## src/dks_pkg.sv

```systemverilog
`default_nettype none
package dks_pkg;

  // Field widths
  localparam int unsigned CHAR_W  = 8;
  localparam int unsigned SEQ_W   = 16;
  localparam int unsigned SLOT_W  = 32;
  localparam int unsigned BLOCK_W = 24;
  localparam int unsigned OFF_W   = 8;
  localparam int unsigned KLEN_W  = 5;
  localparam int unsigned FILL_W  = 4;
  localparam int unsigned POS_W   = 32;

  // Default block span (offsets per block)
  localparam int unsigned BLOCK_SPAN_DEF = 256;

  // Longest k-mer held in one slot
  localparam logic [KLEN_W-1:0] KMER_MAX = 5'd16;

  // Recognized characters
  localparam logic [CHAR_W-1:0] CHAR_A = 8'h41;
  localparam logic [CHAR_W-1:0] CHAR_C = 8'h43;
  localparam logic [CHAR_W-1:0] CHAR_G = 8'h47;
  localparam logic [CHAR_W-1:0] CHAR_T = 8'h54;

  // Base codes
  localparam logic [1:0] CODE_A = 2'd0;
  localparam logic [1:0] CODE_C = 2'd1;
  localparam logic [1:0] CODE_G = 2'd2;
  localparam logic [1:0] CODE_T = 2'd3;

  // Register map (word index)
  localparam int unsigned ADDR_W = 4;
  localparam logic [1:0] REG_KMER_LENGTH    = 2'd0;
  localparam logic [1:0] REG_REVERSE_ENABLE = 2'd1;
  localparam logic [1:0] REG_BLOCK_LIMIT    = 2'd2;

  // Reset values of the registers
  localparam logic [KLEN_W-1:0]  KLEN_RST  = 5'd16;
  localparam logic [BLOCK_W-1:0] LIMIT_RST = 24'hFFFFFF;

  typedef struct packed {
    logic [KLEN_W-1:0]  kmer_length;
    logic               reverse_enable;
    logic [BLOCK_W-1:0] block_limit;
  } cfg_t;

  typedef struct packed {
    logic [CHAR_W-1:0] base_char;
    logic              new_sequence;
    logic [SEQ_W-1:0]  sequence_id;
  } item_t;

  typedef struct packed {
    logic               kmer_valid;
    logic [SLOT_W-1:0]  forward_slot;
    logic [SLOT_W-1:0]  reverse_slot;
    logic [BLOCK_W-1:0] block_index;
    logic [OFF_W-1:0]   block_offset;
    logic               block_advanced;
    logic [SEQ_W-1:0]   block_sequence;
    logic [POS_W-1:0]   block_start;
    logic               overflow_error;
  } result_t;

endpackage
`default_nettype wire

```

## src/dks_cfg_regs.sv

```systemverilog
`default_nettype none
module dks_cfg_regs
  import dks_pkg::*;
(
  input  wire logic              clk_i,
  input  wire logic              rst_ni,
  input  wire logic              psel,
  input  wire logic              penable,
  input  wire logic              pwrite,
  input  wire logic [ADDR_W-1:0] paddr,
  input  wire logic [31:0]       pwdata,
  output logic      [31:0]       prdata,
  output logic                   pready,
  output cfg_t                   cfg_o
);

  logic [KLEN_W-1:0]  klen_q;
  logic               rev_q;
  logic [BLOCK_W-1:0] limit_q;
  logic               wr_en;
  logic [1:0]         reg_idx;

  assign pready  = 1'b1;
  assign wr_en   = psel & penable & pwrite;
  assign reg_idx = paddr[3:2];

  // Register writes in the access phase
  always_ff @(posedge clk_i or negedge rst_ni) begin
    if (!rst_ni) begin
      klen_q  <= KLEN_RST;
      rev_q   <= 1'b0;
      limit_q <= LIMIT_RST;
    end else if (wr_en) begin
      case (reg_idx)
        REG_KMER_LENGTH:    klen_q  <= pwdata[KLEN_W-1:0];
        REG_REVERSE_ENABLE: rev_q   <= pwdata[0];
        REG_BLOCK_LIMIT:    limit_q <= pwdata[BLOCK_W-1:0];
        default: ;
      endcase
    end
  end

  // Read back
  always_comb begin
    prdata = '0;
    case (reg_idx)
      REG_KMER_LENGTH:    prdata = {{(32-KLEN_W){1'b0}}, klen_q};
      REG_REVERSE_ENABLE: prdata = {31'd0, rev_q};
      REG_BLOCK_LIMIT:    prdata = {{(32-BLOCK_W){1'b0}}, limit_q};
      default:            prdata = '0;
    endcase
  end

  assign cfg_o.kmer_length    = klen_q;
  assign cfg_o.reverse_enable = rev_q;
  assign cfg_o.block_limit    = limit_q;

endmodule
`default_nettype wire

```

## src/dks_kmer_core.sv

```systemverilog
`default_nettype none
module dks_kmer_core
  import dks_pkg::*;
#(
  parameter int unsigned BLOCK_SPAN = BLOCK_SPAN_DEF
) (
  input  wire logic clk_i,
  input  wire logic rst_ni,
  input  wire logic step_i,
  input  item_t     item_i,
  input  cfg_t      cfg_i,
  output result_t   res_o
);

  localparam int unsigned SUM_W = OFF_W + 1;
  localparam logic [SUM_W-1:0] SPAN = SUM_W'(BLOCK_SPAN);

  // Rolling state
  logic [FILL_W-1:0]  fill_q, fill_d;
  logic [SLOT_W-1:0]  fwd_q, fwd_d;
  logic [SLOT_W-1:0]  rev_q, rev_d;
  logic [POS_W-1:0]   start_q, start_d;
  logic [OFF_W-1:0]   off_q, off_d;
  logic [BLOCK_W-1:0] block_q, block_d;
  logic               err_q, err_d;

  logic [KLEN_W-1:0]  k;
  logic [5:0]         two_k;
  logic [SLOT_W-1:0]  mask;
  logic               code_ok;
  logic [1:0]         code;
  logic [FILL_W-1:0]  fill_in;
  logic [SLOT_W-1:0]  fwd_in, rev_in;
  logic [POS_W-1:0]   start_in, start_nx;
  logic [KLEN_W-1:0]  fill_inc;
  logic               emit;
  logic [SUM_W-1:0]   off_sum, off_wrap;
  logic               wrap;
  logic [BLOCK_W:0]   block_inc;
  logic               full;

  // Clamp k to 1..16, build the 2k-bit mask
  always_comb begin
    k = cfg_i.kmer_length;
    if (k == '0) k = KLEN_W'(1);
    if (k > KMER_MAX) k = KMER_MAX;
  end
  assign two_k = {k, 1'b0};
  assign mask  = {SLOT_W{1'b1}} >> (6'd32 - two_k);

  // Character decode
  always_comb begin
    code_ok = 1'b1;
    code    = CODE_A;
    case (item_i.base_char)
      CHAR_A:  code = CODE_A;
      CHAR_C:  code = CODE_C;
      CHAR_G:  code = CODE_G;
      CHAR_T:  code = CODE_T;
      default: code_ok = 1'b0;
    endcase
  end

  // New sequence clears the window first
  assign fill_in  = item_i.new_sequence ? '0 : fill_q;
  assign fwd_in   = item_i.new_sequence ? '0 : fwd_q;
  assign rev_in   = item_i.new_sequence ? '0 : rev_q;
  assign start_in = item_i.new_sequence ? '0 : start_q;
  assign fill_inc = {1'b0, fill_in} + KLEN_W'(1);

  // Window update and offset advance
  always_comb begin
    emit     = 1'b0;
    fwd_d    = '0;
    rev_d    = '0;
    fill_d   = '0;
    start_nx = start_in;
    off_sum  = {1'b0, off_q};
    if (code_ok) begin
      fwd_d = ((fwd_in >> 2) | (SLOT_W'(code) << (two_k - 6'd2))) & mask;
      rev_d = ((rev_in << 2) | SLOT_W'(CODE_T - code)) & mask;
      if (fill_inc >= k) begin
        emit     = 1'b1;
        fill_d   = FILL_W'(k - KLEN_W'(1));
        start_nx = start_in + POS_W'(1);
        off_sum  = {1'b0, off_q} + SUM_W'(1);
      end else begin
        fill_d = fill_inc[FILL_W-1:0];
      end
    end else begin
      start_nx = start_in + POS_W'(fill_inc);
      off_sum  = {1'b0, off_q} + SUM_W'(fill_inc);
    end
  end

  // Block bookkeeping; the sum stays below twice the span
  assign wrap      = off_sum >= SPAN;
  assign off_wrap  = wrap ? off_sum - SPAN : off_sum;
  assign block_inc = {1'b0, block_q} + (BLOCK_W+1)'(1);
  assign full      = block_inc >= {1'b0, cfg_i.block_limit};

  always_comb begin
    block_d = block_q;
    err_d   = err_q;
    off_d   = off_wrap[OFF_W-1:0];
    start_d = start_nx;
    if (wrap) begin
      if (full) err_d = 1'b1;
      else      block_d = block_inc[BLOCK_W-1:0];
    end
  end

  // Result fields
  always_comb begin
    res_o = '0;
    res_o.kmer_valid = emit;
    if (emit) begin
      res_o.forward_slot = fwd_d;
      res_o.reverse_slot = cfg_i.reverse_enable ? rev_d : '0;
      res_o.block_index  = block_q;
      res_o.block_offset = off_q;
    end
    if (wrap && !full) begin
      res_o.block_advanced = 1'b1;
      res_o.block_sequence = item_i.sequence_id;
      res_o.block_start    = start_nx - POS_W'(off_wrap);
    end
    res_o.overflow_error = err_d;
  end

  always_ff @(posedge clk_i or negedge rst_ni) begin
    if (!rst_ni) begin
      fill_q  <= '0;
      fwd_q   <= '0;
      rev_q   <= '0;
      start_q <= '0;
      off_q   <= '0;
      block_q <= '0;
      err_q   <= 1'b0;
    end else if (step_i) begin
      fill_q  <= fill_d;
      fwd_q   <= fwd_d;
      rev_q   <= rev_d;
      start_q <= start_d;
      off_q   <= off_d;
      block_q <= block_d;
      err_q   <= err_d;
    end
  end

endmodule
`default_nettype wire

```

## src/dna_kmer_slot_stream.sv

```systemverilog
// Rolling 2-bit k-mer slot stream with block/offset bookkeeping.
// Each accepted item is held in the input register, then moves into the result register.
// Throughput: one item per cycle while the output is not stalled; the window and block state update on each step.
// Stalls at the output back up through the input register to in_ready_o.
// Reset (rst_ni low, async) clears pipeline valids, window and block state,
// and loads the register defaults: kmer_length 16, reverse off, limit max.
`default_nettype none
module dna_kmer_slot_stream
  import dks_pkg::*;
#(
  parameter int unsigned BLOCK_SPAN = BLOCK_SPAN_DEF
) (
  input  wire logic               clk_i,
  input  wire logic               rst_ni,
  // Configuration port
  input  wire logic               psel,
  input  wire logic               penable,
  input  wire logic               pwrite,
  input  wire logic [ADDR_W-1:0]  paddr,
  input  wire logic [31:0]        pwdata,
  output logic      [31:0]        prdata,
  output logic                    pready,
  // Input items
  input  wire logic               in_valid_i,
  output logic                    in_ready_o,
  input  wire logic [CHAR_W-1:0]  base_char_i,
  input  wire logic               new_sequence_i,
  input  wire logic [SEQ_W-1:0]   sequence_id_i,
  // Result items
  output logic                    out_valid_o,
  input  wire logic               out_ready_i,
  output logic                    kmer_valid_o,
  output logic      [SLOT_W-1:0]  forward_slot_o,
  output logic      [SLOT_W-1:0]  reverse_slot_o,
  output logic      [BLOCK_W-1:0] block_index_o,
  output logic      [OFF_W-1:0]   block_offset_o,
  output logic                    block_advanced_o,
  output logic      [SEQ_W-1:0]   block_sequence_o,
  output logic      [POS_W-1:0]   block_start_o,
  output logic                    overflow_error_o
);

  cfg_t    cfg;
  item_t   item_q;
  logic    item_valid_q, item_valid_d;
  result_t res, res_q;
  logic    res_valid_q, res_valid_d;
  logic    res_take;
  logic    step;
  logic    in_acc;

  dks_cfg_regs u_cfg (
    .clk_i   (clk_i),
    .rst_ni  (rst_ni),
    .psel    (psel),
    .penable (penable),
    .pwrite  (pwrite),
    .paddr   (paddr),
    .pwdata  (pwdata),
    .prdata  (prdata),
    .pready  (pready),
    .cfg_o   (cfg)
  );

  // Handshake: result reg frees up, input reg moves into it
  assign res_take   = !res_valid_q || out_ready_i;
  assign step       = item_valid_q && res_take;
  assign in_ready_o = !item_valid_q || res_take;
  assign in_acc     = in_valid_i && in_ready_o;

  assign item_valid_d = in_acc ? 1'b1 : (step ? 1'b0 : item_valid_q);
  assign res_valid_d  = step ? 1'b1 : (out_ready_i ? 1'b0 : res_valid_q);

  always_ff @(posedge clk_i or negedge rst_ni) begin
    if (!rst_ni) begin
      item_valid_q <= 1'b0;
      res_valid_q  <= 1'b0;
    end else begin
      item_valid_q <= item_valid_d;
      res_valid_q  <= res_valid_d;
    end
  end

  // Input register
  always_ff @(posedge clk_i) begin
    if (in_acc) begin
      item_q.base_char    <= base_char_i;
      item_q.new_sequence <= new_sequence_i;
      item_q.sequence_id  <= sequence_id_i;
    end
  end

  dks_kmer_core #(
    .BLOCK_SPAN (BLOCK_SPAN)
  ) u_core (
    .clk_i  (clk_i),
    .rst_ni (rst_ni),
    .step_i (step),
    .item_i (item_q),
    .cfg_i  (cfg),
    .res_o  (res)
  );

  // Result register
  always_ff @(posedge clk_i) begin
    if (step) res_q <= res;
  end

  assign out_valid_o      = res_valid_q;
  assign kmer_valid_o     = res_q.kmer_valid;
  assign forward_slot_o   = res_q.forward_slot;
  assign reverse_slot_o   = res_q.reverse_slot;
  assign block_index_o    = res_q.block_index;
  assign block_offset_o   = res_q.block_offset;
  assign block_advanced_o = res_q.block_advanced;
  assign block_sequence_o = res_q.block_sequence;
  assign block_start_o    = res_q.block_start;
  assign overflow_error_o = res_q.overflow_error;

endmodule
`default_nettype wire

```

## config.mk

```make
export PLATFORM = sky130hd
export DESIGN_NAME = dna_kmer_slot_stream
export DESIGN_NICKNAME = d
export VERILOG_FILES = /design/src/dks_pkg.sv /design/src/dks_cfg_regs.sv /design/src/dks_kmer_core.sv /design/src/dna_kmer_slot_stream.sv
export SDC_FILE = /design/constraint.sdc
export NUM_CORES = 1
export LEC_CHECK = 0
export BUFFER_PORTS_ARGS = -buffer_cell sky130_fd_sc_hd__buf_2
export CELL_PAD_IN_SITES_DETAIL_PLACEMENT = 2
export CELL_PAD_IN_SITES_GLOBAL_PLACEMENT = 2
export CORE_MARGIN = 2
export CORE_UTILIZATION = 38
export DETAILED_ROUTE_END_ITERATION = 8
export GPL_ROUTABILITY_DRIVEN = 0
export PLACE_DENSITY_LB_ADDON = 0.1
export SLEW_MARGIN = 40
export SYNTH_ARGS = -nofsm -noshare
export SYNTH_HDL_FRONTEND = slang
export SYNTH_HIERARCHICAL = 1
export SYNTH_SLANG_ARGS = --single-unit
```

## constraint.sdc

```tcl
create_clock -name clk_i -period 7.95 [get_ports clk_i]
set_clock_uncertainty 0.05 [all_clocks]
set_input_delay 2.385 -clock clk_i [delete_from_list [all_inputs] [get_ports clk_i]]
set_output_delay 2.385 -clock clk_i [all_outputs]
set_load 0.01 [all_outputs]
```

* Word level (Yosys, flattened, before mapping)
Cells that the tools add are included.
Cells by class: add/subtract/negate cells 12, $lt $le $gt $ge 4, equal/unequal tests 6, shift-type cells 2, multiplexer cells 27, bitwise gates (word level) 7, reduce and logical (&&, ||, !) cells 18
Operator list (count):
- two-way mux 32 bit | 6
- case mux 24 bit (3 select lines) | 1
- AND 32 bit | 2
- two-way mux 49 bit | 1
- adder 32 x 1 -> 32 bit (second input constant) | 1
- adder 32 x 5 -> 32 bit | 1
- == test 8 x 7 -> 1 bit (second input constant) | 4
- bitwise OR 30 x 32 -> 32 bit | 1
- bitwise OR 32 bit | 1
- left shift 2 x 6 -> 32 bit | 1
- right shift 32 x 6 -> 32 bit (first input constant) | 1
- subtractor 32 x 9 -> 32 bit | 1
- two-way mux 30 bit | 1
- two-way mux 9 bit | 3
- adder 24 x 1 -> 25 bit (second input constant) | 1
- >= comparator 25 x 24 -> 1 bit | 1
- two-way mux 4 bit | 3
- two-way mux 5 bit | 2
- adder 8 x 1 -> 9 bit (second input constant) | 1
- adder 8 x 5 -> 9 bit | 1
- >= comparator 9 bit (second input constant) | 1
- two-way mux 1 bit | 9
- subtractor 9 bit (second input constant) | 1
- AND reduction 2 bit | 4
- other kinds (20) | 27
Word-level totals: register bits 335, input port bits 68, output and inout bits 182

* Depth between registers and ports, before layout
depth in word-level cells 11, mapped depth 30, gate-level depth less buffers 24

* By module
Netlist, hierarchy kept.
By module, submodules not included:
- dks_kmer_core | times used 1, cells an instance 1252, area an instance 10248.6 um^2
- dna_kmer_slot_stream | times used 1, cells an instance 180, area an instance 5268.8 um^2
- dks_cfg_regs | times used 1, cells an instance 114, area an instance 1526.5 um^2

* Worst setup path before layout
No wires, ideal clock.
path type input-to-reg, from input out_ready_i, to register u_core.block_q[15], arrival 7181 ps, slack 594 ps, stages 8, cell sequence nand2b_1 -> and2_1 -> clkbuf_1 -> clkinv_1 -> nor2_1 -> clkbuf_1 -> nand3_1 -> xnor2_1
Between the ends: cells in the longest elaborated chain, start to end 3
RTL lines:
- start, declared | RTL line dna_kmer_slot_stream.sv:31 | input wire logic out_ready_i,
- logical OR 1 bit | RTL line dna_kmer_slot_stream.sv:66 | assign res_take = !res_valid_q || out_ready_i;
- logical AND 1 bit | RTL line dna_kmer_slot_stream.sv:67 | assign step = item_valid_q && res_take;
- AND reduction 3 bit (no source line)
- end signal, assigned | RTL line dks_kmer_core.sv:146 | block_q <= block_d;
- end, declared | RTL line dks_kmer_core.sv:24 | logic [BLOCK_W-1:0] block_q, block_d;
Every way passes these cells. A chain may end at the register's enable or synchronous reset.

* Final worst setup path
from register u_cfg.klen_q[4], to register res_q, in the netlist block_start_o[25], data pin
Between the ends: cells in the longest elaborated chain, start to end 10, elaborated cells between the ends (all ways) 14, classes of those cells add/sub: 2; order compare: 3; mux: 7; reduce/logical: 2
RTL lines:
- start, declared | RTL line dks_cfg_regs.sv:17 | logic [KLEN_W-1:0] klen_q;
- start signal, assigned | RTL line dks_cfg_regs.sv:35 | REG_KMER_LENGTH: klen_q <= pwdata[KLEN_W-1:0];
- logical NOT 5 bit | RTL line dks_kmer_core.sv:45 | if (k == '0) k = KLEN_W'(1);
- two-way mux 5 bit (*) | RTL line dks_kmer_core.sv:45
- greater-than comparator 5 bit | RTL line dks_kmer_core.sv:46 | if (k > KMER_MAX) k = KMER_MAX;
- two-way mux 5 bit (*) | RTL line dks_kmer_core.sv:46
- >= comparator 5 bit (*) | RTL line dks_kmer_core.sv:82 | if (fill_inc >= k) begin
- two-way mux 9 bit | RTL line dks_kmer_core.sv:82
- two-way mux 9 bit | RTL line dks_kmer_core.sv:79 | if (code_ok) begin
- subtractor 9 bit or >= comparator 9 bit (tied branches) | RTL line dks_kmer_core.sv:98, dks_kmer_core.sv:97
- two-way mux 9 bit | RTL line dks_kmer_core.sv:98 | assign off_wrap = wrap ? off_sum - SPAN : off_sum;
- subtractor 32 x 9 -> 32 bit | RTL line dks_kmer_core.sv:126 | res_o.block_start = start_nx - POS_W'(off_wrap);
- end signal, assigned | RTL line dna_kmer_slot_stream.sv:106 | if (step) res_q <= res;
- end, declared | RTL line dna_kmer_slot_stream.sv:46 | result_t res, res_q;
Every way passes the cells marked *; elsewhere a longest branch is shown, timed or not.

==> flow_summary.ini <==
[power]
total_leakage_power_nw = 8.76
peakVddDrop_mv = 0.157
power_density_nw_per_um2 = 251

[drt]
vias_per_cell = 5.45
firstDrtPassIters = 4
drc = 0
wl_per_cell_um = 22.6
ant_nets = 0
wl_mm = 54.1
vias = 13023
drtIter0Drc = 763

[cells_and_area]
drive_gt1_frac = 0.239
fin_util = 0.453
syn2layout_area_growth_pct = 17.6
seqCellArea_um2 = 9230
final_cell_area_um2 = 20000
multi_input_area_um2 = 7200
fillers = 4595
final_nets = 1889

[clocking]
postCtsResizedCells = 0
cts_buffer_depth = 3
postCtsSetupRepairBufs = 0
holdBufCountCts = 0
cts_inserted_buffers = 39
clkTransAtPathRegs_ns = 0.06
cts_tree = yes
htree_levels = 2
insertion_delay_ns = 0.56
root_buffer = clkbuf_16
clock_sinks = 333

[run_status]
outcome = finished, final reports clean

[yosys]
ys_async_sr_fraction = 0.483
postSynthRegisterBits = 333
synth_edf_count = 172
seq_area_frac_synth = 0.541
synth.avg_cell_area_um2 = 11.0
synth_warnings = 6
synth_top_flop_cell = edfxtp_1
synth.distinct_cells = 80
synth_area_um2 = 17000
synthCells = 1546

[sta]
slew_violations = 0
finalSetupTns_ns = 0
finalCritPeriodShare = 0.893
worstMarginPinSlew_ns = 0.815
fin_crit_ns = 7.10
fmax_mhz = 141
setup_viol = 0
maxSlewHeadroom = 0.455
hold_viol = 0
rsz0062_at_grt = no

[placed_design]
io_buffers = 230
dpl_cell_area_um2 = 18800
dp_hpwl_mm = 38.2

[critical_path]
crit_fanout = 14
end_kind = register
r2r_end = block_start_o[25]
start_kind = register
worst_ep_required_time_ns = 8.30
rrSetupSlack_ns = 0.85
cp-startpoint = u_cfg/klen_q[4]
reg2reg_from = u_cfg/klen_q[4]
r2r.worst_path.cells = 23
critPathKind = register to register
crit_arrival_ns = 7.44

[run]
max_cap_violations = 0

[worst_hold_path]
hold_end = u_core/err_q
hold-path-cell-count = 1
hold_class = register to register
hp-start = u_core/err_q

[global_route]
grt_pass1_vias = 14471
track_usage = 0.235
grt_max_degree = 74
antenna_found_initial = 4
overflow = 0
grt_pass1_wl_mm = 85.6

[floorplan]
core.rowCount = 77
io_pins = 250
core_area_um2 = 44200
initial_core_util = 0.385
die_area_um2 = 46600
dieHeight_um = 216
die_w_um = 216
stage by stage:
step	std cells	total power, mW	setup slack (ns)	hold slack, ns
6_report	2390	5.02	0.852	0.425
5_1_grt	2388	5.30	0.214	0.455
4_1_cts	2386	5.09	0.885	0.429
3_5_place_dp	2314	3.29	0.958	0.416
3_3_place_gp	2310	3.23	1.13	0.406
2_1_floorplan	1553	2.85	0.594	0.389
placed cells by master, fill, tap and decap left out, types with 14 or more instances in the layout:
master,n
a22oi_1,17
nor2_1,115
o31ai_1,15
dfrtp_1,136
nor3_1,43
o2bb2ai_1,14
nor2b_1,21
a21oi_1,57
clkbuf_16,40
xor2_1,35
nand2_1,132
buf_2,229
and2_1,31
or3_1,16
and3_1,84
nand3_1,37
xnor2_1,56
o21ai_0,46
o22ai_1,14
nor4_1,23
mux2_2,55
a21o_1,19
edfxtp_1,172
nand4_1,20
buf_4,20
dfstp_2,25
mux2i_1,15
inv_1,65
ha_1,54
final cells by class:
class,count,area share
diodes,3,0.000375
clock buffers,56,0.0544
clock inverters,16,0.00730
inverters,67,0.0125
multi-input cells,1068,0.359
flip-flops and latches,333,0.460
well taps,592,0.0370
repair buffers,255,0.0689
cells in the mapped netlist (all sizes together), types with 15 or more instances:
cell type  number  share of area
nor3           45          0.014
nand3          38          0.011
mux2           62          0.042
xor2           35          0.018
o31ai          15         0.0066
inv            65          0.014
xnor2          56          0.029
nor4           23         0.0084
buf            29          0.012
a21o           19         0.0084
a22oi          17         0.0075
and2           33          0.012
and3           84          0.031
edfxtp        172           0.30
a21oi          61          0.019
nand4          20         0.0073
or3            18         0.0072
nand2         133          0.029
nor2          118          0.026
o21ai          54          0.016
clkbuf         56          0.012
mux2i          15         0.0088
ha             54          0.040
nor2b          22         0.0081
dfrtp         136           0.20
dfstp          25          0.039
where the power goes:
group          internal, mW  switching, mW
combinational         0.404          0.774
clock                  1.02          0.735
sequential             1.98          0.109
cells by family after synthesis:
logic type               after synthesis  synth area share
AND/OR/NAND/NOR                      580             0.177
flip-flops                           333             0.541
AO/OA/AOI/OAI                        252            0.0994
buffers and inverters                152            0.0395
XOR/XNOR                              91            0.0468
multiplexers                          77            0.0511
adder cells (fa/ha/maj)               59            0.0443
other                                  2          0.000441
sequential cells by signal, summed over array words and instances, names as in the netlist, 5 cells and up, named ones only:
register and flops:
block_index_o 24, block_offset_o 8, block_sequence_o 16, block_start_o 32, forward_slot_o 32, item_q 25, reverse_slot_o 32, u_cfg/klen_q 5
u_cfg/limit_q 24, u_core/block_q 24, u_core/fwd_q 30, u_core/off_q 7, u_core/rev_q 30, u_core/start_q 32
worst max-delay path, cell delays in order (launching register included):
cell	delay, ns
dfstp_2	0.54
clkinv_1	0.25
o21ai_1	0.47
inv_1	0.26
ha_1	0.34
nand2b_1	0.10
a31oi_1	0.14
o21ai_2	0.52
buf_4	0.34
nand2_1	0.08
o211ai_1	0.08
and2_1	0.22
inv_1	0.06
ha_1	0.27
nor2b_1	0.12
o21ai_0	0.16
nand2b_1	0.12
a21o_1	0.21
a2111oi_0	0.50
nor3_1	0.16
maj3_1	0.52
or4_1	0.66
or4_1	0.59
a21oi_1	0.17
worst max path at each step:
stage                               endpoint  slack (ns)  cells after the start
final                      block_start_o[25]        0.85                     23
after global routing       block_start_o[25]        0.21                     23
after CTS                  block_start_o[25]        0.89                     23
after detailed placement   block_start_o[25]        0.96                     23
after global placement     block_start_o[25]        1.13                     21
after floorplan           u_core/block_q[15]        0.59                      8
routing by layer:
metal | routed length [µm] | vias up | track usage
li1 | - | 6006 | -
met1 | 23500 | 6683 | 0.301
met2 | 27300 | 267 | 0.406
met3 | 2250 | 65 | 0.0416
met4 | 1070 | 2 | 0.0646
met5 | 13 | - | 0
No activity file was read; power rests on OpenSTA's default activity.
